## config.mk

```make
export PLATFORM = sky130hd
export DESIGN_NAME = fpa_mul
export DESIGN_NICKNAME = d
export VERILOG_FILES = /design/src/design/fpa_pkg.sv /design/src/design/fpa_mul.sv
export SDC_FILE = /design/constraint.sdc
export NUM_CORES = 2
export LEC_CHECK = 0
export ABC_AREA = 1
export BUFFER_PORTS_ARGS = -buffer_cell sky130_fd_sc_hd__buf_2
export CAP_MARGIN = 25
export CORE_MARGIN = 1.5
export CORE_UTILIZATION = 50
export DETAILED_ROUTE_END_ITERATION = 10
export GPL_ROUTABILITY_DRIVEN = 1
export PLACE_DENSITY = 0.79
export SLEW_MARGIN = 20
export SYNTH_ARGS = -nofsm -noshare
export SYNTH_HDL_FRONTEND = slang
export SYNTH_SLANG_ARGS = --single-unit
```

## constraint.sdc

```tcl
create_clock -name i_clk -period 6.9 [get_ports i_clk]
set_input_delay 0.345 -clock i_clk [delete_from_list [all_inputs] [get_ports i_clk]]
set_output_delay 0.345 -clock i_clk [all_outputs]
set_load 0.005 [all_outputs]
```

## src/design/fpa_pkg.sv

```systemverilog
// Shared definitions for the fixed-point ALU: format constants, opcodes,
// the item record that travels down the pipeline and the saturation helper.
// No dependencies.
package fpa_pkg;

    localparam int FRACTION_BITS = 8;
    // Width of the scaled dividend and of the full quotient.
    localparam int DW            = 32 + FRACTION_BITS;
    // Pipeline registers ahead of the output stage: front, two multiply, DW divide steps.
    localparam int NPIPE         = DW + 3;

    localparam logic signed [31:0] S32_MAX = 32'sh7FFF_FFFF;
    localparam logic signed [31:0] S32_MIN = 32'sh8000_0000;

    typedef enum logic [3:0] {
        OP_ADD     = 4'd0,
        OP_SUB     = 4'd1,
        OP_MUL     = 4'd2,
        OP_DIV     = 4'd3,
        OP_GT      = 4'd4,
        OP_LT      = 4'd5,
        OP_GE      = 4'd6,
        OP_LE      = 4'd7,
        OP_EQ      = 4'd8,
        OP_NE      = 4'd9,
        OP_MIN     = 4'd10,
        OP_MAX     = 4'd11,
        OP_INC     = 4'd12,
        OP_DEC     = 4'd13,
        OP_TOINT   = 4'd14,
        OP_FROMINT = 4'd15
    } t_op;

    // What work is still pending on an item.
    typedef enum logic [1:0] {
        K_SIMPLE,
        K_MUL,
        K_DIV
    } t_kind;

    typedef struct packed {
        t_kind              kind;
        logic               neg;
        logic signed [31:0] res;
        logic               cmp;
        logic               ovf;
        logic               dbz;
        logic [31:0]        ma;
        logic [31:0]        mb;
        logic [63:0]        prod;
        logic [31:0]        rem;
        logic [DW-1:0]      w;
    } t_item;

    typedef struct packed {
        logic signed [31:0] res;
        logic               cmp;
        logic               ovf;
        logic               dbz;
    } t_res;

    typedef struct packed {
        logic               ovf;
        logic signed [31:0] res;
    } t_sat;

    // Apply a sign to a magnitude and clamp it to the signed 32-bit range.
    function automatic t_sat sat_mag(input logic [63:0] m, input logic neg);
        t_sat s;
        logic big;
        big   = neg ? (m > 64'h0000_0000_8000_0000) : (m > 64'h0000_0000_7FFF_FFFF);
        s.ovf = big;
        if (big) begin
            s.res = neg ? S32_MIN : S32_MAX;
        end else begin
            s.res = neg ? -$signed(m[31:0]) : $signed(m[31:0]);
        end
        return s;
    endfunction

endpackage

```

## src/design/fpa_mul.sv

```systemverilog
// Two multiply stages: the unsigned magnitude product, then the fraction
// shift with sign and saturation. Depends on fpa_pkg.
module fpa_mul import fpa_pkg::*; (
    input  logic  i_clk,
    input  logic  i_en,
    input  t_item i_item,
    output t_item o_item
);

    t_item r_prod_item;
    t_item n_prod_item;
    t_item r_fix_item;
    t_item n_fix_item;
    t_sat  sat;

    always_comb begin
        n_prod_item = i_item;
        if (i_item.kind == K_MUL) begin
            n_prod_item.prod = i_item.ma * i_item.mb;
        end
    end

    assign sat = sat_mag(r_prod_item.prod >> FRACTION_BITS, r_prod_item.neg);

    always_comb begin
        n_fix_item = r_prod_item;
        if (r_prod_item.kind == K_MUL) begin
            n_fix_item.res  = sat.res;
            n_fix_item.ovf  = sat.ovf;
            n_fix_item.kind = K_SIMPLE;
        end
    end

    always_ff @(posedge i_clk) begin
        if (i_en) begin
            r_prod_item <= n_prod_item;
            r_fix_item  <= n_fix_item;
        end
    end

    assign o_item = r_fix_item;

endmodule

```

==> results.toml <==
[status]
outcome = "complete, no violations"

[final_layout]
fin_util_pct = 60.1
drive_above_1_share_pct = 14.7
nNetsFinal = 8165
syn_to_final_growth_pct = 18.8
final_design_area_no_fill_mm2 = 0.0624

[floorplanning]
initial_core_util_pct = 50.6
die-width_um = 327
num_rows = 118
dieArea_mm2 = 0.107
io-pin-count = 478
die_h_um = 327
core_area_mm2 = 0.104

[logic_synthesis]
ys.flop_type = "edfxtp_1"
synth_warnings = 0
synthesis.area_mm2 = 0.0525
synth.distinct_cells = 38
yosysTopAreaCellShare_pct = 34.2
netlist_top_cells_area = "fa_1 34%, edfxtp_1 27%, inv_1 13%"
synth_top_cell_by_area = "fa_1"
syn_inst = 5929
yosysSeqAreaShare_pct = 27.2
avgSynthCellArea_um2 = 8.85
synthArstFlopShare_pct = 0
syn_nets = 7329
postSynthRegisterBits = 476
synth_edf_count = 476

[sta]
min_period_ps = 6680
post-route-period-util_pct = 96.8
slew_viol_final = 0
maxSlewHeadroom_pct = 35.8
clock.fmax_mhz = 150
fin_ws_ps = 221
clock_skew_ps = 55.7
hold_viol_final = 0
setup_viol = 0
tightest_slew_ps = 963

[detailed_routing]
finalWirelength_mm = 146
drc_errors = 0
avgRoutedWirePerCell_um = 17.9
drt_iter0_markers = 3195
via_count = 40800
drtPass1Iterations = 6
vias_per_cell = 4.98
ant_nets = 0

[min_path]
min_path_type = "input pin to flip-flop"

[grt]
antenna_found_initial = 9
grt_max_degree = 155
globalRouteOverflowTotal = 0
track_usage_pct = 28.1
grt_pass1_vias = 43900
grt_pass1_wl_mm = 232

[job]
maxCapViolations = 0

[worst_setup_path]
worstPathArrival_ps = 7110
cp.buffers_inverters = 10
cpMostUsedCell = "fa_1"
slowest_stage = "fa_1"
cpLargestDelayFamily = "adder cells"
worst-setup-path-type = "input pin to flip-flop"
critPathMaxStageDelay_ps = 550
cp.required_ps = 7330
cp-start-kind = "input pin"
path_max_fanout = 15
critPathCaptureType = "flip-flop"

[place]
portBuffers = 477
globalplace.congestion = 0.943
pre_cts_slack_ps = -302
place_hpwl_mm = 121
placed_cell_area_mm2 = 0.0588

[clock_tree]
cts_root_buf = "clkbuf_16"
cts_sinks = 476
cts_tree = "built"
worstSkewPairLatency_ps = 680
numCtsBuffers = 51
cts_buffer_depth = 3
cts_max_level = 2
path_clk_slew_ps = 60
-- through the flow --
step	TNS, ps	std cells	hold slack (ps)
2_1_floorplan	0	5929	400
3_3_place_gp	-7320	7927	400
3_5_place_dp	-7710	7927	405
4_1_cts	0	8184	1.97
5_1_grt	-4.47	8192	11.0
6_report	0	8192	26.1
-- layout by cell type (no fill, tap or decap), types with 18 or more instances in the layout --
cell           Yosys  routed
nand2_2           10      21
inv_1           1781    1780
nand3_1          100      94
nor2_1           203     183
xnor2_1           28      28
nand2_1         1747    1736
buf_2              4     475
buf_4              1     333
dlygate4sd3_1      0     163
nor2_2             3      18
ha_1             264     257
buf_12             2      26
fa_1             896     894
xor2_1            22      22
a21oi_1           63      58
o21ai_0           39      39
clkbuf_16          0      51
edfxtp_1         476     476
-- cells by family (layout without fill, tap and decap cells) --
family / Yosys count / after routing / synth area share (%)
simple gates: 2115 / 2115 / 15.7
buf+inv: 2002 / 2879 / 14.4
fa+ha+maj: 1160 / 1160 / 40.5
flops: 476 / 476 / 27.2
compound gates: 126 / 126 / 1.32
xor+xnor: 50 / 50 / 0.834
other cells: 0 / 6 / 0
-- worst reg2reg max path: stages, from the launching register on --
cell and delay, ps:
edfxtp_1 460, nor2_1 170, nand4_1 100, or2_1 260, nor3_1 430, nor2_1 140, nor2_2 500, buf_4 390
inv_1 80, nor2_1 130, nor2_1 60
-- layout make-up --
type / instances / area [um2]
Antenna cell: 6 / 15.0
Clock buffer: 57 / 1300
Clock inverter: 37 / 377
Fill cell: 8581 / 41400
Inverter: 1784 / 6700
Multi-Input combinational cell: 3451 / 30900
Sequential cell: 476 / 14300
Tap cell: 1380 / 1730
Timing Repair Buffer: 1001 / 7080
-- state kept, by name, indices dropped and copies added, names as in the netlist --
register     cells
n_fix_item     203
o_item         238
r_prod_item     35
-- what timing repair did --
item | in CTS | in global routing
resized for setup | 0 | 62
endpoints found under the setup margin | 0 | 49
hold buffers | 163 | 0
endpoints found under the hold margin | 163 | 0
buffers inserted | 0 | 2
-- synthesized netlist by cell type, types with 4 or more instances --
| cell | n |
|---|---|
| inv_1 | 1781 |
| nand2_1 | 1747 |
| fa_1 | 896 |
| edfxtp_1 | 476 |
| ha_1 | 264 |
| clkbuf_1 | 210 |
| nor2_1 | 203 |
| nand3_1 | 100 |
| a21oi_1 | 63 |
| o21ai_0 | 39 |
| xnor2_1 | 28 |
| xor2_1 | 22 |
| nand4_1 | 14 |
| nand2_2 | 10 |
| nand3b_1 | 10 |
| nor3_1 | 10 |
| a21oi_2 | 9 |
| o21bai_1 | 6 |
| and2_1 | 4 |
| buf_2 | 4 |
-- per-layer routing --
layer	track usage, %	vias to the layer above	part of all wire (%)	wire length [um]
met5	0	-	0.016	23
met4	15.1	4	6.0	8780
met3	4.02	472	6.9	10100
met2	49.6	1785	51	73900
met1	33.1	19900	37	53600
li1	-	18600	-	-
-- final timing paths --
kind | startpoint | endpoint | slack [ps] | depth (start not counted)
worst max-delay path | i_item[176] | n_fix_item[120]$_DFFE_PP_ | 220 | 30
worst min-delay path | i_item[80] | n_fix_item[80]$_DFFE_PP_ | 30 | 3
worst max register to register | n_fix_item[135]$_DFFE_PP_ | o_item[230]$_DFFE_PP_ | 3930 | 10
worst min register to register | n_fix_item[200]$_DFFE_PP_ | o_item[200]$_DFFE_PP_ | 400 | 0
Power is left out: the tool's default activity adds up to more than one toggle a clock period on the data nets, which glitch-free logic cannot reach.
