$ cat config.mk
export PLATFORM = sky130hd
export DESIGN_NAME = fpa_front
export DESIGN_NICKNAME = d
export VERILOG_FILES = /design/src/design/fpa_pkg.sv /design/src/design/fpa_front.sv
export SDC_FILE = /design/constraint.sdc
export NUM_CORES = 1
export LEC_CHECK = 0
export BUFFER_PORTS_ARGS = -buffer_cell sky130_fd_sc_hd__buf_4
export CORE_MARGIN = 5
export CORE_UTILIZATION = 60
export DETAILED_ROUTE_END_ITERATION = 6
export PLACE_DENSITY = 0.88
export SYNTH_ARGS = -nofsm -noshare
export SYNTH_HDL_FRONTEND = slang
export SYNTH_SLANG_ARGS = --single-unit
$ cat constraint.sdc
create_clock -name i_clk -period 9.1 [get_ports i_clk]
set_input_delay 1.365 -clock i_clk [delete_from_list [all_inputs] [get_ports i_clk]]
set_output_delay 1.365 -clock i_clk [all_outputs]
set_load 0.005 [all_outputs]
$ cat src/design/fpa_pkg.sv
// Shared definitions for the fixed-point ALU: format constants, opcodes,
// the item record that travels down the pipeline and the saturation helper.
// No dependencies.
package fpa_pkg;

    localparam int FRACTION_BITS = 8;
    // Width of the scaled dividend and of the full quotient.
    localparam int DW            = 32 + FRACTION_BITS;
    // Pipeline registers ahead of the output stage: front, two multiply, DW divide steps.
    localparam int NPIPE         = DW + 3;

    localparam logic signed [31:0] S32_MAX = 32'sh7FFF_FFFF;
    localparam logic signed [31:0] S32_MIN = 32'sh8000_0000;

    typedef enum logic [3:0] {
        OP_ADD     = 4'd0,
        OP_SUB     = 4'd1,
        OP_MUL     = 4'd2,
        OP_DIV     = 4'd3,
        OP_GT      = 4'd4,
        OP_LT      = 4'd5,
        OP_GE      = 4'd6,
        OP_LE      = 4'd7,
        OP_EQ      = 4'd8,
        OP_NE      = 4'd9,
        OP_MIN     = 4'd10,
        OP_MAX     = 4'd11,
        OP_INC     = 4'd12,
        OP_DEC     = 4'd13,
        OP_TOINT   = 4'd14,
        OP_FROMINT = 4'd15
    } t_op;

    // What work is still pending on an item.
    typedef enum logic [1:0] {
        K_SIMPLE,
        K_MUL,
        K_DIV
    } t_kind;

    typedef struct packed {
        t_kind              kind;
        logic               neg;
        logic signed [31:0] res;
        logic               cmp;
        logic               ovf;
        logic               dbz;
        logic [31:0]        ma;
        logic [31:0]        mb;
        logic [63:0]        prod;
        logic [31:0]        rem;
        logic [DW-1:0]      w;
    } t_item;

    typedef struct packed {
        logic signed [31:0] res;
        logic               cmp;
        logic               ovf;
        logic               dbz;
    } t_res;

    typedef struct packed {
        logic               ovf;
        logic signed [31:0] res;
    } t_sat;

    // Apply a sign to a magnitude and clamp it to the signed 32-bit range.
    function automatic t_sat sat_mag(input logic [63:0] m, input logic neg);
        t_sat s;
        logic big;
        big   = neg ? (m > 64'h0000_0000_8000_0000) : (m > 64'h0000_0000_7FFF_FFFF);
        s.ovf = big;
        if (big) begin
            s.res = neg ? S32_MIN : S32_MAX;
        end else begin
            s.res = neg ? -$signed(m[31:0]) : $signed(m[31:0]);
        end
        return s;
    endfunction

endpackage

$ cat src/design/fpa_front.sv
// First pipeline stage: opcode decode, the results of all operations other
// than multiply and divide, and their operand magnitudes. Depends on fpa_pkg.
module fpa_front import fpa_pkg::*; (
    input  logic               i_clk,
    input  logic               i_en,
    input  logic [3:0]         i_op,
    input  logic signed [31:0] i_a,
    input  logic signed [31:0] i_b,
    output t_item              o_item
);

    t_item              r_item;
    t_item              n_item;
    logic signed [32:0] sum;
    logic signed [32:0] dif;
    logic [31:0]        ma;
    logic [31:0]        mb;
    logic               lt;
    logic               gt;
    logic               eq;
    logic               from_ovf;

    assign sum      = {i_a[31], i_a} + {i_b[31], i_b};
    assign dif      = {i_a[31], i_a} - {i_b[31], i_b};
    assign ma       = i_a[31] ? unsigned'(~i_a + 32'sd1) : unsigned'(i_a);
    assign mb       = i_b[31] ? unsigned'(~i_b + 32'sd1) : unsigned'(i_b);
    assign lt       = i_a < i_b;
    assign gt       = i_a > i_b;
    assign eq       = i_a == i_b;
    // Shifting left overflows unless the sign bit and the bits shifted out agree.
    assign from_ovf = i_b[31:31-FRACTION_BITS] != {(FRACTION_BITS+1){i_b[31]}};

    always_comb begin
        n_item      = '0;
        n_item.kind = K_SIMPLE;
        n_item.neg  = i_a[31] ^ i_b[31];
        n_item.ma   = ma;
        n_item.mb   = mb;
        n_item.w    = {ma, {FRACTION_BITS{1'b0}}};
        case (i_op)
            OP_ADD: begin
                if (sum[32] != sum[31]) begin
                    n_item.ovf = 1'b1;
                    n_item.res = sum[32] ? S32_MIN : S32_MAX;
                end else begin
                    n_item.res = sum[31:0];
                end
            end
            OP_SUB: begin
                if (dif[32] != dif[31]) begin
                    n_item.ovf = 1'b1;
                    n_item.res = dif[32] ? S32_MIN : S32_MAX;
                end else begin
                    n_item.res = dif[31:0];
                end
            end
            OP_MUL: begin
                n_item.kind = K_MUL;
            end
            OP_DIV: begin
                if (i_b == 32'sd0) begin
                    n_item.dbz = 1'b1;
                end else begin
                    n_item.kind = K_DIV;
                end
            end
            OP_GT:  n_item.cmp = gt;
            OP_LT:  n_item.cmp = lt;
            OP_GE:  n_item.cmp = !lt;
            OP_LE:  n_item.cmp = !gt;
            OP_EQ:  n_item.cmp = eq;
            OP_NE:  n_item.cmp = !eq;
            OP_MIN: n_item.res = lt ? i_a : i_b;
            OP_MAX: n_item.res = gt ? i_a : i_b;
            OP_INC: begin
                if (i_a == S32_MAX) begin
                    n_item.ovf = 1'b1;
                    n_item.res = S32_MAX;
                end else begin
                    n_item.res = i_a + 32'sd1;
                end
            end
            OP_DEC: begin
                if (i_a == S32_MIN) begin
                    n_item.ovf = 1'b1;
                    n_item.res = S32_MIN;
                end else begin
                    n_item.res = i_a - 32'sd1;
                end
            end
            OP_TOINT: n_item.res = i_a >>> FRACTION_BITS;
            OP_FROMINT: begin
                if (from_ovf) begin
                    n_item.ovf = 1'b1;
                    n_item.res = i_b[31] ? S32_MIN : S32_MAX;
                end else begin
                    n_item.res = i_b <<< FRACTION_BITS;
                end
            end
            default: n_item.res = 32'sd0;
        endcase
    end

    always_ff @(posedge i_clk) begin
        if (i_en) begin
            r_item <= n_item;
        end
    end

    assign o_item = r_item;

endmodule

==> results.json, run 1 <==
{
  "htree_num_levels": 3,
  "fin_nets": 1828,
  "setup.worst_path.end_class": "register",
  "wirelength_um": 50000,
  "drt_iter0_markers": 2252,
  "synthDistinctLibCells": 101,
  "die_h_um": 156,
  "place_ws_ps": 3400,
  "grtUsageTotal": 0.392,
  "max_cap_violations": 0,
  "cts_buffers": 9,
  "portBuffers": 203,
  "setup_viol": 0,
  "relSlewSlack": 0.207,
  "yosysTopAreaCellShare": 0.240,
  "drc_errors": 2,
  "synth_top_cell_by_area": "edfxtp_1",
  "postCtsSetupBuffers": 0,
  "power_density_mw_per_mm2": 130,
  "synth-main-ff-cell": "edfxtp_1",
  "critPathArrivalTime_ps": 5820,
  "ys_warn_count": 0,
  "crit_fanout": 32,
  "grt_max_degree": 64,
  "wl_per_cell_um": 25.4,
  "crit_buf_inv": 4,
  "drive_gt1_frac": 0.165,
  "die_width_um": 156,
  "grt_pass1_vias": 12383,
  "globalplace.congestion": 1.05,
  "syn_inst": 1612,
  "fmax_mhz": 178,
  "num_rows": 53,
  "syn_to_final_growth_pct": 8.35,
  "cts_root_buffer": "clkbuf_16",
  "min_to": "o_item[8]",
  "pin_count": 308,
  "fin_crit_ps": 5620,
  "worst_slack_ps": 3480,
  "ys_seq_elements": 102,
  "worstPathCellList": "buf_4 -> inv_1 -> ha_1 -> buf_4 -> inv_1 -> nor3_1 -> o21ai_0 -> a21oi_1 -> a21boi_0 -> a21oi_1 -> xnor2_2 -> a21o_1 -> a2111oi_0 -> nand4_1",
  "min_from": "i_a[0]",
  "hold_viol_final": 0,
  "dp_hpwl_um": 38600,
  "fin_crit_sh": 0.617,
  "rsz0062_at_grt": "false",
  "critical_path_cell_count": 14,
  "start_util": 0.608,
  "synth.most_common_cell": "nand2_1",
  "grt_antenna_before_repair": 1,
  "hp-class": "input pin to register",
  "n_antenna_cell": 0,
  "start_kind": "input pin",
  "async_flop_share": 0,
  "status": "complete, but fails checks",
  "grt_pass1_wl_um": 73900,
  "critPathKind": "input pin to register",
  "synth_common_cells": "nand2_1, buf_4, o21ai_0, a21oi_1, xnor2_1",
  "worstMarginPinSlew_ps": 1180,
  "antenna_left": 0,
  "cts_resized": 0,
  "synth-edff-count": 102,
  "clk_pin_slew_ps": 80,
  "violations": "design-rule violations",
  "whs_ps": 1290,
  "overflow": 0,
  "crit_family": "compound AO/OA/AOI/OAI gates",
  "syn_area_mm2": 0.0128,
  "yosysSeqAreaShare": 0.240,
  "vias_per_cell": 6.72,
  "core_mm2": 0.0210,
  "max_stage_delay_ps": 980,
  "p_leak_uw": 0.00563,
  "critical_path.slowest_cell": "xnor2_2",
  "clockBufferDepth": 2,
  "clock_sinks": 102,
  "ys_top_cells_by_area": "edfxtp_1, buf_4, xnor2_1, ha_1, o21ai_0",
  "largest_reg_flops": 102,
  "cts_tree": "yes",
  "ctsHoldBuffers": 0,
  "dr.pass1.iters": 7,
  "setup_tns_ps": 0,
  "fillers": 1814,
  "via_count": 13229,
  "crit_required_ps": 9300,
  "synth.avg_cell_area_um2": 7.93,
  "die_area_mm2": 0.0243,
  "maxSlewViolCount": 0,
  "ir_worst_vdd_mv": 0.0839,
  "min_delay_path_depth": 1
}
[power breakdown]
group,switching (µW),internal (µW)
clock network,217,223
logic,469,287
registers,23.6,583
total,710,1090
[per-stage QoR]
step	util	area [µm²]	std cells	total power (µW)
after floorplan	-	13200	1715	1090
after global placement	0.643	13500	1952	1330
after detailed placement	0.643	13500	1952	1340
after CTS	0.659	13800	1968	1770
after global routing	0.659	13800	1968	1860
final	0.659	13800	1968	1800
[cell families (layout without fill, tap and decap cells)]
family                   Yosys count  count (layout)  synth area share
AND/OR/NAND/NOR                  497             497             0.195
AO/OA/AOI/OAI                    466             466             0.238
buffers and inverters            324             302             0.147
XOR/XNOR                         140             140            0.0995
flip-flops                       102             102             0.240
adder cells (fa/ha/maj)           71              71            0.0705
multiplexers                      11              11           0.00989
other                              1             104          0.000293
[worst max-delay path by stage]
stage                       start     endpoint  slack (ps)
after floorplan           i_b[19]  o_item[232]        4540
after global placement    i_b[31]  o_item[206]        3420
after detailed placement  i_b[31]  o_item[203]        3400
after CTS                 i_b[31]  o_item[209]        3760
after global routing      i_b[31]  o_item[206]        3380
final                     i_b[31]  o_item[206]        3480
[placed cells by master, fill, tap and decap left out, types with 12 or more instances in the layout]
cell type    n
o22ai_1     17
a21o_1      12
nand4_1     35
nor2_1     103
edfxtp_1   102
inv_1       72
and3_1      13
nand2b_1    27
buf_4      213
o21ai_0    130
xnor2_1    113
ha_1        68
conb_1     104
o21bai_1    12
o31ai_1     14
o211ai_1    16
a21oi_1    126
nand3_1     38
nand2_1    144
a211oi_1    15
or3_1       20
nor3_1      40
nor4_1      15
xor2_1      22
and2_1      12
[metal layers]
layer | track usage | vias to the layer above | wire [µm]
met5 | 0 | - | 13
met4 | 0.115 | 2 | 1640
met3 | 0.108 | 168 | 7900
met2 | 0.582 | 1243 | 21300
met1 | 0.559 | 6094 | 19200
li1 | - | 5722 | -
[final cells by class]
| type | instances | area [µm²] | area share |
|---|---|---|---|
| Inverter | 73 | 274 | 0.0198 |
| Clock inverter | 7 | 97.6 | 0.00705 |
| Tap cell | 275 | 344 | 0.0249 |
| Multi-Input combinational cell | 1289 | 8240 | 0.595 |
| Clock buffer | 9 | 225 | 0.0163 |
| Timing Repair Buffer | 213 | 1600 | 0.115 |
| Sequential cell | 102 | 3060 | 0.221 |
(Power assumes the default switching activity.)
==> inputs of run 2 (changes only) <==
--- a/config.mk
+++ b/config.mk
@@ -7,9 +7,9 @@
 export LEC_CHECK = 0
 export BUFFER_PORTS_ARGS = -buffer_cell sky130_fd_sc_hd__buf_4
 export CORE_MARGIN = 5
-export CORE_UTILIZATION = 60
+export CORE_UTILIZATION = 56
 export DETAILED_ROUTE_END_ITERATION = 6
-export PLACE_DENSITY = 0.88
+export PLACE_DENSITY = 0.83
 export SYNTH_ARGS = -nofsm -noshare
 export SYNTH_HDL_FRONTEND = slang
 export SYNTH_SLANG_ARGS = --single-unit
==> constraint.sdc (replaced) <==
create_clock -name i_clk -period 5.18 [get_ports i_clk]
set_input_delay 0.777 -clock i_clk [delete_from_list [all_inputs] [get_ports i_clk]]
set_output_delay 0.777 -clock i_clk [all_outputs]
set_load 0.005 [all_outputs]
==> run 2 against run 1 <==
Effect of this change:
- the flow now finishes without violations
- clock power increased by 61%
- sequential cell count unchanged
- worst setup slack got worse by 2800 ps
- critical path depth decreased by 1
- first-iteration DRC count decreased by 22%
- via count decreased by 0.82%
- non-clock buffer count increased by 35
- clock-buffer cell count unchanged
- hold slack got worse by 600 ps
- design area increased by 1.7%
- core utilization decreased by 3.5 points
- combinational power increased by 80%
==> results.json, run 2 (synthesis gave the netlist of run 1 again) <==
{
  "setup.worst_path.end_class": "register",
  "largest_reg_flops": 102,
  "die_area_mm2": 0.0259,
  "grt_antenna_before_repair": 1,
  "rsz0062_at_grt": "false",
  "via_count": 13121,
  "clock_power_share": 0.227,
  "dp_hpwl_um": 38900,
  "num_rows": 55,
  "critPathArrivalTime_ps": 4560,
  "crit_required_ps": 5260,
  "worstMarginPinSlew_ps": 909,
  "maxSlewViolCount": 0,
  "place_inst": 1997,
  "start_util": 0.566,
  "start_kind": "input pin",
  "crit_fanout": 13,
  "die_h_um": 161,
  "power_density_mw_per_mm2": 222,
  "swShare": 0.395,
  "clockBufferDepth": 2,
  "grt_pass1_vias": 12416,
  "setup_viol": 0,
  "setup_tns_ps": 0,
  "wl_per_cell_um": 24.5,
  "p_total_uw": 3130,
  "vias_per_cell": 6.51,
  "min_to": "o_item[8]",
  "hp-class": "input pin to register",
  "min_from": "i_a[0]",
  "final_common_cell": "buf_4",
  "hold_viol_final": 0,
  "cts_buffers": 9,
  "seqPwrFrac": 0.339,
  "grtUsageTotal": 0.363,
  "ir_worst_vdd_mv": 0.156,
  "grt_max_degree": 53,
  "overflow": 0,
  "relSlewSlack": 0.391,
  "drive_gt1_frac": 0.181,
  "antenna_left": 0,
  "drc_errors": 0,
  "core_mm2": 0.0226,
  "pin_count": 308,
  "combPwrFrac": 0.434,
  "final_core_util": 0.624,
  "htree_num_levels": 3,
  "die_width_um": 161,
  "cts_tree": "yes",
  "power_switching_uw": 1240,
  "cts_resized": 0,
  "final_cells": 2014,
  "whs_ps": 695,
  "layout_common_cells": "buf_4, nand2_1, o21ai_0, a21oi_1, xnor2_1",
  "syn_to_final_growth_pct": 10.2,
  "drt_iter0_markers": 1758,
  "max_cap_violations": 0,
  "p_int_uw": 1900,
  "fmax_mhz": 223,
  "ctsHoldBuffers": 0,
  "wirelength_um": 49400,
  "fin_crit_ps": 4480,
  "p_leak_uw": 0.00578,
  "grt_pass1_wl_um": 74000,
  "fillers": 2113,
  "fin_crit_sh": 0.865,
  "globalplace.congestion": 1.08,
  "dr.pass1.iters": 6,
  "min_delay_path_depth": 1,
  "portBuffers": 203,
  "critPathKind": "input pin to register",
  "clk_pin_slew_ps": 90,
  "fin_nets": 1863,
  "status": "complete, no violations",
  "clock_sinks": 102,
  "postCtsSetupBuffers": 0,
  "cts_root_buffer": "clkbuf_16"
}
-- run 2: changes by cell type in the layout (fill, tap and decap cells not counted), sizes merged --
cell,previous run,this run
bufinv,1,0
diode,0,1
inv,77,76
clkinv,2,4
buf,213,248
-- run 2: worst max-delay path by stage --
stage | start | endpoint | cells past startpoint
finish | i_b[15] | o_item[219] | 13
global placement | i_b[21] | o_item[203] | 13
detailed placement | i_b[14] | o_item[209] | 14
floorplan | i_b[19] | o_item[232] | 17
global route | i_b[14] | o_item[219] | 13
CTS | i_b[14] | o_item[209] | 14
-- run 2: power by group through the flow --
stage	Combinational [µW]	Clock [µW]	Sequential, µW
after floorplan	841	0	1080
after global placement	1300	0	1080
after detailed placement	1310	0	1080
after CTS	1310	710	1060
after global routing	1440	747	1070
final	1360	710	1060
-- run 2: metal layers --
metal  vias up  track usage  routed length (µm)
met5         -            0                   9
met4         2        0.118                1740
met3       139       0.0942                6980
met2      1083        0.541               20900
met1      6097        0.516               19800
li1       5800            -                   -
-- run 2: cell type report --
class	count	area, µm²	share of cell area
Multi-Input combinational cell	1289	8230	0.584
Sequential cell	102	3060	0.218
Timing Repair Buffer	248	1860	0.132
Tap cell	285	357	0.0253
Inverter	73	274	0.0195
Clock buffer	9	225	0.0160
Clock inverter	7	67.6	0.00480
Antenna cell	1	2.50	0.000178
-- run 2: per-stage QoR --
stage / cell area, µm² / setup slack [ps]
final: 14100 / 699
after global routing: 14100 / 587
after CTS: 14100 / 937
after detailed placement: 13800 / 560
after global placement: 13800 / 658
after floorplan: 13200 / 1210
-- run 2: critical path: stages --
cell      delay [ps]
buf_4            160
inv_1             70
ha_1             590
nand4_1          250
nor3_1           270
nor4b_1          400
o311ai_2         210
nand3_2          240
mux2_2           520
nand2_1          110
a21oi_1           60
nor4_1           640
nand3_1          240
