<file path="src/design/fpa_pkg.sv">
// Shared definitions for the fixed-point ALU: format constants, opcodes,
// the item record that travels down the pipeline and the saturation helper.
// No dependencies.
package fpa_pkg;

    localparam int FRACTION_BITS = 8;
    // Width of the scaled dividend and of the full quotient.
    localparam int DW            = 32 + FRACTION_BITS;
    // Pipeline registers ahead of the output stage: front, two multiply, DW divide steps.
    localparam int NPIPE         = DW + 3;

    localparam logic signed [31:0] S32_MAX = 32'sh7FFF_FFFF;
    localparam logic signed [31:0] S32_MIN = 32'sh8000_0000;

    typedef enum logic [3:0] {
        OP_ADD     = 4'd0,
        OP_SUB     = 4'd1,
        OP_MUL     = 4'd2,
        OP_DIV     = 4'd3,
        OP_GT      = 4'd4,
        OP_LT      = 4'd5,
        OP_GE      = 4'd6,
        OP_LE      = 4'd7,
        OP_EQ      = 4'd8,
        OP_NE      = 4'd9,
        OP_MIN     = 4'd10,
        OP_MAX     = 4'd11,
        OP_INC     = 4'd12,
        OP_DEC     = 4'd13,
        OP_TOINT   = 4'd14,
        OP_FROMINT = 4'd15
    } t_op;

    // What work is still pending on an item.
    typedef enum logic [1:0] {
        K_SIMPLE,
        K_MUL,
        K_DIV
    } t_kind;

    typedef struct packed {
        t_kind              kind;
        logic               neg;
        logic signed [31:0] res;
        logic               cmp;
        logic               ovf;
        logic               dbz;
        logic [31:0]        ma;
        logic [31:0]        mb;
        logic [63:0]        prod;
        logic [31:0]        rem;
        logic [DW-1:0]      w;
    } t_item;

    typedef struct packed {
        logic signed [31:0] res;
        logic               cmp;
        logic               ovf;
        logic               dbz;
    } t_res;

    typedef struct packed {
        logic               ovf;
        logic signed [31:0] res;
    } t_sat;

    // Apply a sign to a magnitude and clamp it to the signed 32-bit range.
    function automatic t_sat sat_mag(input logic [63:0] m, input logic neg);
        t_sat s;
        logic big;
        big   = neg ? (m > 64'h0000_0000_8000_0000) : (m > 64'h0000_0000_7FFF_FFFF);
        s.ovf = big;
        if (big) begin
            s.res = neg ? S32_MIN : S32_MAX;
        end else begin
            s.res = neg ? -$signed(m[31:0]) : $signed(m[31:0]);
        end
        return s;
    endfunction

endpackage

</file>
<file path="src/design/fpa_div_step.sv">
// One restoring-division stage: brings down one dividend bit and produces
// one quotient bit. Depends on fpa_pkg.
module fpa_div_step import fpa_pkg::*; (
    input  logic  i_clk,
    input  logic  i_en,
    input  t_item i_item,
    output t_item o_item
);

    t_item       r_item;
    t_item       n_item;
    logic [32:0] part;
    logic [32:0] diff;

    assign part = {i_item.rem, i_item.w[DW-1]};
    assign diff = part - {1'b0, i_item.mb};

    // The dividend shifts out of the top of w while the quotient shifts in below.
    always_comb begin
        n_item = i_item;
        if (i_item.kind == K_DIV) begin
            if (!diff[32]) begin
                n_item.rem = diff[31:0];
                n_item.w   = {i_item.w[DW-2:0], 1'b1};
            end else begin
                n_item.rem = part[31:0];
                n_item.w   = {i_item.w[DW-2:0], 1'b0};
            end
        end
    end

    always_ff @(posedge i_clk) begin
        if (i_en) begin
            r_item <= n_item;
        end
    end

    assign o_item = r_item;

endmodule

</file>
<file path="config.mk">
export PLATFORM = sky130hd
export DESIGN_NAME = fpa_div_step
export DESIGN_NICKNAME = d
export VERILOG_FILES = /design/src/design/fpa_pkg.sv /design/src/design/fpa_div_step.sv
export SDC_FILE = /design/constraint.sdc
export NUM_CORES = 1
export LEC_CHECK = 0
export ABC_AREA = 1
export BUFFER_PORTS_ARGS = -buffer_cell sky130_fd_sc_hd__buf_2
export CORE_AREA = 2 2 186 188
export DETAILED_ROUTE_END_ITERATION = 10
export DIE_AREA = 0 0 188 190
export GPL_ROUTABILITY_DRIVEN = 0
export SETUP_SLACK_MARGIN = 0.4
export SLEW_MARGIN = 0
export SYNTH_ARGS = -nofsm -noshare
export SYNTH_HDL_FRONTEND = slang
export SYNTH_SLANG_ARGS = --single-unit
</file>
<file path="constraint.sdc">
create_clock -name i_clk -period 7.6 [get_ports i_clk]
set_clock_uncertainty 0.15 [all_clocks]
set_input_delay 1.14 -clock i_clk [delete_from_list [all_inputs] [get_ports i_clk]]
set_output_delay 1.14 -clock i_clk [all_outputs]
set_load 0.1 [all_outputs]
</file>
==> results.json, run 1 <==
{
  "status": "finished, final reports clean",
  "clockRootBuffer": "clkbuf_16",
  "clock_sinks": 238,
  "synth_edf_count": 238,
  "irDropWorstVdd_mv": 0.207,
  "grt_max_degree": 148,
  "endpoint_kind": "flop",
  "cts_max_level": 1,
  "grt-ovfl-total": 0,
  "hold_path_class": "in2reg",
  "coreArea_um2": 33900,
  "slew_viol_final": 0,
  "wl_um": 39000,
  "syn_area_per_cell_um2": 9.97,
  "synth_top_area_cell": "edfxtp_1",
  "startpoint_type": "input port",
  "grt_pass1_wl_um": 56000,
  "crit_chain": "buf_2 > inv_1 > ha_1 > fa_1 > inv_1 > nand2_1 > nand2_1 > nand3_1 > nand2_2 > nand2_2 > nand2_4 > nand2_4 > nand3_1 > nand2_4 > nand2_1 > nand2_1 > nand2_1 > nand2_1",
  "cap_violations": 0,
  "slowest_stage": "fa_1",
  "yosysSeqAreaShare_pct": 63.3,
  "grt_pass1_vias": 9098,
  "fp.dieW_um": 188,
  "largest_reg_flops": 238,
  "multiInputGateArea_um2": 3300,
  "drt_pass1_iterations": 5,
  "synth-async-reset-ratio_pct": 0,
  "start_util_pct": 33.2,
  "synth_area_um2": 11300,
  "cpMostUsedCell": "nand2_1",
  "drc_errors": 0,
  "nets": 1894,
  "ys_ff_latch": 238,
  "fp-row-count": 68,
  "drtIter0Drc": 665,
  "layout-drive-gt1-share_pct": 34.2,
  "layout.area.seq_um2": 7150,
  "wl_per_cell_um": 18.6,
  "syn_nets": 1405,
  "die_y_um": 190,
  "maxSlewHeadroom_pct": 35.4,
  "hold_slack_ns": 0.623,
  "tns_ns": 0,
  "rsz0062_at_grt": "no",
  "max_stage_delay_ns": 0.42,
  "cts_resized": 0,
  "track_usage_pct": 20.8,
  "powerDensity_nw_per_um2": 287,
  "fill_cells": 3291,
  "crit_type": "in2reg",
  "num_vias": 9451,
  "antenna_found_initial": 15,
  "postRouteAntennaNets": 0,
  "cts_tree": "yes",
  "worstMarginPinSlew_ns": 0.969,
  "period_needed_ns": 3.29,
  "yosys_warnings": 0,
  "cts_hold_buf": 0,
  "netlist_instances": 1132,
  "arrival_ns": 3.43,
  "clk_pin_slew_ns": 0.06,
  "ys_top_cells_by_area": "edfxtp_1, nand2_1, inv_1",
  "cts_buffers": 27,
  "viasPerCell": 4.50,
  "leakage_uw": 0.00761,
  "dpl.hpwl_um": 30300,
  "synthDistinctLibCells": 31,
  "synth_top_area_share_pct": 63.3,
  "required_ns": 7.74,
  "setup_viol": 0,
  "max_freq_mhz": 304,
  "clockBufferDepth": 3,
  "post_cts.repair.setup_buffers": 0,
  "hold_violations": 0,
  "synthTopCellsByCount": "nand2_1, edfxtp_1, inv_1, nand3_1, nor2_1",
  "min_period_over_period_pct": 43.2,
  "yosysMostFrequentCell": "nand2_1",
  "ys.flop_type": "edfxtp_1",
  "io_buffer_count": 477,
  "crit_fanout": 33,
  "area_growth_pct": 33.9,
  "dieArea_um2": 35700,
  "num_io_pins": 478
}
==> kinds of logic after synthesis <==
family,synth area share (%)
compound gates,1.41
xor+xnor,1.16
fa+ha+maj,3.73
buf+inv,7.52
flops,63.3
simple gates,22.9
==> power by group <==
group / internal [uW] / switching, uW
Sequential: 1570 / 32.2
Clock: 851 / 539
Combinational: 217 / 1120
Total: 2640 / 1690
==> stage by stage <==
stage	power, uW	area (um^2)	cells	utilization, %	setup slack (ns)
2_1_floorplan	2680	11300	1132	-	4.34
3_3_place_gp	2970	14200	2047	41.7	3.81
3_5_place_dp	2980	14200	2047	41.7	3.72
4_1_cts	4380	15100	2095	44.5	4.29
5_1_grt	4490	15100	2098	44.5	4.09
6_report	4340	15100	2100	44.5	4.31
==> final cells by class <==
| cell class | count | area share [%] |
|---|---|---|
| repair buffers | 480 | 16.1 |
| diodes | 5 | 0.0828 |
| inverters | 193 | 4.79 |
| clock inverters | 18 | 1.61 |
| flip-flops and latches | 238 | 47.3 |
| well taps | 455 | 3.77 |
| clock buffers | 30 | 4.55 |
| multi-input cells | 681 | 21.8 |
==> worst paths after layout <==
| check | start | endpoint | slack, ns | cells after the start |
|---|---|---|---|---|
| min | i_item[194] | o_item[194]$_DFFE_PP_ | 0.62 | 1 |
| max | i_item[39] | o_item[68]$_DFFE_PP_ | 4.31 | 18 |
==> worst max-delay path, delay by kind of cell <==
| kind | cells | cell delay, ns |
|---|---|---|
| AND/OR/NAND/NOR | 13 | 1.37 |
| adder cells (fa/ha/maj) | 2 | 0.68 |
| buffers and inverters | 3 | 0.25 |
==> per-layer routing <==
metal	global-route usage (%)	share of wire, %
met5	0	0.23
met4	6.45	2.7
met3	6.38	8.6
met2	36.3	50
met1	24.7	39
==> cell usage in the layout (no fill, tap or decap), drive strengths merged <==
master / Yosys / layout
nand2: 494 / 494
buf: 7 / 480
edfxtp: 238 / 238
inv: 193 / 195
nand3: 52 / 52
nor2: 46 / 46
ha: 32 / 32
clkbuf: 13 / 30
a21oi: 18 / 18
xnor2: 12 / 12
clkinv: 0 / 9
nand4: 7 / 7
bufinv: 0 / 6
diode: 0 / 5
o21ai: 4 / 4
o21bai: 3 / 3
nor3: 3 / 3
nand3b: 3 / 3
xor2: 3 / 3
or2: 1 / 1
a21o: 1 / 1
nor4: 1 / 1
fa: 1 / 1
clkinvlp: 0 / 1
Power figures use the tool's default switching activity.
==> inputs of run 2 (changes only) <==
ABC_AREA = 0   (was 1)
CORE_AREA = 2 2 184 186   (was 2 2 186 188)
DIE_AREA = 0 0 186 188   (was 0 0 188 190)
clock period = 2.8 ns   (was 7.6 ns; I/O delays follow)
==> results.json, run 2 <==
{
  "synthTopCellsByCount": "edfxtp_1, nand2_1, inv_1, a21oi_1, ha_1",
  "synth-async-reset-ratio_pct": 0,
  "hold_depth": 2,
  "grt_pass1_vias": 10100,
  "grt_max_degree": 62,
  "nets": 1867,
  "arrival_ns": 2.64,
  "cap_violations": 0,
  "hold_violations": 0,
  "startpoint_type": "input port",
  "crit_type": "in2reg",
  "antenna_found_initial": 9,
  "yosys_warnings": 0,
  "hold_path_class": "in2reg",
  "min_to": "o_item[152]$_DFFE_PP_",
  "final_cell_mix": "buf_2, edfxtp_1, nand2_1, dlygate4sd3_1, buf_4",
  "synth_edf_count": 238,
  "num_io_pins": 478,
  "leakage_uw": 0.00782,
  "syn_area_per_cell_um2": 13.3,
  "num_vias": 9677,
  "maxSlewHeadroom_pct": 59.4,
  "slowest_stage": "and3_4",
  "io_buffer_count": 477,
  "slew_viol_final": 0,
  "fp-row-count": 67,
  "synth_top_area_share_pct": 68.8,
  "fp.dieW_um": 186,
  "max_stage_delay_ns": 0.34,
  "cts_tree": "yes",
  "start_util_pct": 31.4,
  "endpoint_kind": "flop",
  "clock_sinks": 238,
  "crit_fanout": 7,
  "min_period_over_period_pct": 89.5,
  "die_y_um": 188,
  "clk_pin_slew_ns": 0.06,
  "cpMostUsedCell": "o21ai_1",
  "ys.flop_type": "edfxtp_1",
  "drc_errors": 0,
  "hold_path.startpoint": "i_item[152]",
  "period_needed_ns": 2.50,
  "crit_chain": "buf_2 > inv_2 > ha_4 > nand2_1 > o211ai_1 > a31oi_1 > o21ai_1 > buf_4 > mux2i_4 > buf_6 > and3_4 > mux2i_1 > o21ai_1",
  "layout-drive-gt1-share_pct": 47.0,
  "status": "finished, final reports clean",
  "grt-ovfl-total": 0,
  "tns_ns": 0,
  "dpl_cell_area_um2": 14400,
  "clockRootBuffer": "clkbuf_16",
  "fill_cells": 2841,
  "synth_area_um2": 10400,
  "drt_pass1_iterations": 5,
  "dieArea_um2": 35000,
  "ys_top_cells_by_area": "edfxtp_1, nand2_1, ha_1",
  "wl_um": 41900,
  "worstMarginPinSlew_ns": 0.613,
  "viasPerCell": 4.68,
  "track_usage_pct": 22.7,
  "cts_max_level": 1,
  "synth_top_area_cell": "edfxtp_1",
  "dpl.hpwl_um": 29200,
  "syn_nets": 1052,
  "ys_ff_latch": 238,
  "required_ns": 2.94,
  "synthDistinctLibCells": 63,
  "final_common_cell": "buf_2",
  "layout.area.seq_um2": 7150,
  "irDropWorstVdd_mv": 0.689,
  "coreArea_um2": 33100,
  "rsz0062_at_grt": "yes",
  "largest_reg_flops": 238,
  "design_area_um2": 17600,
  "clockBufferDepth": 3,
  "powerDensity_nw_per_um2": 689,
  "wl_per_cell_um": 20.3,
  "multiInputGateArea_um2": 3420,
  "drtIter0Drc": 616,
  "grt_pass1_wl_um": 59500,
  "p_total_uw": 12100,
  "setup_viol": 0,
  "yosysMostFrequentCell": "edfxtp_1",
  "cts_buffers": 27,
  "postRouteAntennaNets": 0,
  "crit_path_start": "i_item[163]",
  "yosysSeqAreaShare_pct": 68.8,
  "netlist_instances": 779,
  "max_freq_mhz": 399,
  "area_growth_pct": 69.7
}
-- run 2: cell types whose count changed in the layout (fill, tap and decap cells not counted), sizes merged, moves of 11 or more --
cell         delta
inv           -154
mux2i          +20
a21oi          +16
dlygate4sd3   +168
a31oi          +11
nor2           -26
nand2         -319
nand3          -38
o21ai          +34
buf           +160
-- run 2: worst max path at each step --
stage	slack, ns	depth (start not counted)	endpoint
after floorplan	-0.12	13	o_item[57]$_DFFE_PP_
after global placement	-0.57	12	o_item[46]$_DFFE_PP_
final	0.30	13	o_item[52]$_DFFE_PP_
after global routing	0.20	14	o_item[68]$_DFFE_PP_
after detailed placement	-0.62	12	o_item[55]$_DFFE_PP_
after CTS	0.32	14	o_item[68]$_DFFE_PP_
-- run 2: power by group --
group / total [uW] / internal [uW] / switching (uW)
logic: 4180 / 1060 / 3130
clock network: 3600 / 2120 / 1490
registers: 4360 / 4270 / 89.3
-- run 2: layer usage --
metal  up-vias  wire, um  GRT usage (%)
li1       4499         -              -
met1      4647     16200           26.8
met2       416     20300           38.7
met3       103      3400           5.75
met4        12      1960           10.2
met5         -        70              0
-- run 2: per-stage QoR --
| step | setup slack [ns] | cells | util (%) | hold slack, ns |
|---|---|---|---|---|
| 6_report | 0.295 | 2067 | 53.2 | 0.0225 |
| 5_1_grt | 0.196 | 2064 | 53.2 | 0.0124 |
| 4_1_cts | 0.317 | 2058 | 52.8 | 0.000202 |
| 3_5_place_dp | -0.622 | 1825 | 43.5 | 0.448 |
| 3_3_place_gp | -0.565 | 1825 | 43.5 | 0.447 |
| 2_1_floorplan | -0.121 | 779 | - | 0.369 |
-- run 2: repair_timing --
action | in CTS | in global routing
gates resized for setup | 78 | 19
hold buffers | 168 | 0
gates cloned | 4 | 0
buffers inserted | 12 | 4
setup endpoints to repair | 33 | 33
hold endpoints to repair | 168 | 0
pin swaps | 41 | 18
-- run 2: area by class of cell --
class / count / area share [%]
repair buffers: 808 / 30.9
clock buffers: 29 / 3.88
well taps: 448 / 3.18
flip-flops and latches: 238 / 40.5
clock inverters: 20 / 1.11
inverters: 41 / 0.987
diodes: 5 / 0.0710
multi-input cells: 478 / 19.4
-- run 2: worst max-delay path, delay by kind of cell --
kind            cells  cell delay, ns
compound gates      4            0.60
buf+inv             4            0.43
mux                 2            0.49
fa+ha+maj           1            0.27
simple gates        2            0.40
-- run 2: cell families (layout without fill, tap and decap cells) --
kind of cell    count (synthesis)  in the layout  synth area share, %
fa+ha+maj                      33             33                 4.05
other cells                     0              5                    0
buf+inv                        66            898                 3.02
compound gates                137            137                 8.78
mux                            22             22                 2.14
xor+xnor                       22             22                 1.86
flops                         238            238                 68.8
simple gates                  261            264                 11.3
==> inputs of run 3 (changes only) <==
MAX_ROUTING_LAYER = met4   (was unset)
PLACE_DENSITY = 0.65   (was unset)
==> results.json, run 3 (synthesis results as in run 2) <==
{
  "final_common_cell": "buf_2",
  "drc_errors": 0,
  "slowest_stage": "or3_4",
  "num_io_pins": 478,
  "grt_util_met3_pct": 5.46,
  "hold_slack_ns": 0.0203,
  "hold_path_class": "in2reg",
  "required_ns": 2.92,
  "grt_max_degree": 66,
  "grt_pass1_vias": 10100,
  "postRouteAntennaNets": 0,
  "drtIter0Drc": 601,
  "rsz0062_at_grt": "yes",
  "io_buffer_count": 477,
  "use_met1_pct": 25.5,
  "crit_chain": "buf_8 > ha_4 > nand4_4 > or3_4 > a211oi_4 > nand4bb_4 > buf_6 > nand4_4 > and3_4 > buf_12 > mux2i_1 > o21ai_1",
  "cap_violations": 0,
  "start_util_pct": 31.4,
  "layout-drive-gt1-share_pct": 46.4,
  "clock_sinks": 238,
  "nets": 1886,
  "layout.area.seq_um2": 7150,
  "antenna_found_initial": 10,
  "hold_violations": 0,
  "irDropWorstVdd_mv": 0.515,
  "fp-row-count": 67,
  "top_usage_layer": "met2",
  "status": "finished, final reports clean",
  "wl_um": 40800,
  "slew_viol_final": 0,
  "setup_viol": 0,
  "crit_type": "in2reg",
  "cts_tree": "yes",
  "area_growth_pct": 72.5,
  "dieArea_um2": 35000,
  "cpMostUsedCell": "nand4_4",
  "period_needed_ns": 2.65,
  "clockRootBuffer": "clkbuf_16",
  "wl_per_cell_um": 19.5,
  "endpoint_kind": "flop",
  "track_usage_pct": 22.8,
  "clk_pin_slew_ns": 0.06,
  "maxSlewHeadroom_pct": 60.2,
  "coreArea_um2": 33100,
  "die_y_um": 188,
  "arrival_ns": 2.77,
  "fp.dieW_um": 186,
  "worstMarginPinSlew_ns": 0.600,
  "startpoint_type": "input port",
  "max_freq_mhz": 378,
  "powerDensity_nw_per_um2": 695,
  "clockBufferDepth": 3,
  "drt_pass1_iterations": 5,
  "path_buf_inv": 3,
  "multiInputGateArea_um2": 3350,
  "viasPerCell": 4.65,
  "cp_top_family": "simple AND/OR/NAND/NOR gates",
  "num_vias": 9737,
  "tns_ns": 0,
  "crit_fanout": 8,
  "cts_max_level": 1,
  "max_stage_delay_ns": 0.41,
  "grt_use_met2_pct": 38.5,
  "fill_cells": 2737,
  "cts_buffers": 27,
  "final_cell_mix": "buf_2, edfxtp_1, dlygate4sd3_1, nand2_1, buf_4",
  "largest_reg_flops": 238,
  "min_period_over_period_pct": 94.5,
  "grt-ovfl-total": 0,
  "leakage_uw": 0.00797,
  "grt_pass1_wl_um": 58200,
  "dpl.hpwl_um": 27300
}
run 3: repair_timing:
| action | in CTS | in global routing |
|---|---|---|
| cloned | 3 | 0 |
| pin swaps | 24 | 34 |
| endpoints found under the hold margin | 192 | 1 |
| endpoints found under the setup margin | 33 | 33 |
| hold buffers | 190 | 1 |
| setup buffers | 6 | 9 |
| gates resized for setup | 55 | 41 |
run 3: path summary, 6_finish.rpt:
kind                  startpoint              endpoint  slack (ns)  depth (start not counted)
worst max-delay path  i_item[48]  o_item[49]$_DFFE_PP_        0.15                         12
worst min-delay path  i_item[28]  o_item[28]$_DFFE_PP_        0.02                          3
run 3: layer usage:
| layer | up-vias | wire length [um] |
|---|---|---|
| li1 | 4548 | - |
| met1 | 4650 | 15500 |
| met2 | 448 | 20100 |
| met3 | 91 | 3270 |
| met4 | 0 | 1890 |
| met5 | - | 0 |
run 3: layout make-up:
cell class	instances	area share [%]
Sequential cell	238	39.9
Multi-Input combinational cell	477	18.7
Timing Repair Buffer	828	31.8
Clock inverter	20	1.56
Tap cell	448	3.13
Clock buffer	29	3.81
Inverter	41	0.957
Antenna cell	12	0.168
run 3: report_power, final:
part / switching, uW / internal, uW / total (uW)
sequential: 87.1 / 4270 / 4360
combinational: 3110 / 1070 / 4190
clock: 1570 / 2340 / 3910
run 3: metrics by stage:
step | worst slack, ns | util [%] | cells | instance area [um^2] | total power, uW
after floorplan | -0.121 | - | 779 | 10500 | 7220
after global placement | -0.565 | 43.4 | 1823 | 14400 | 8150
after detailed placement | -0.625 | 43.4 | 1823 | 14400 | 8180
after CTS | 0.290 | 53.2 | 2071 | 17600 | 12400
after global routing | 0.0744 | 54.1 | 2091 | 17900 | 12800
final | 0.154 | 54.1 | 2093 | 17900 | 12500
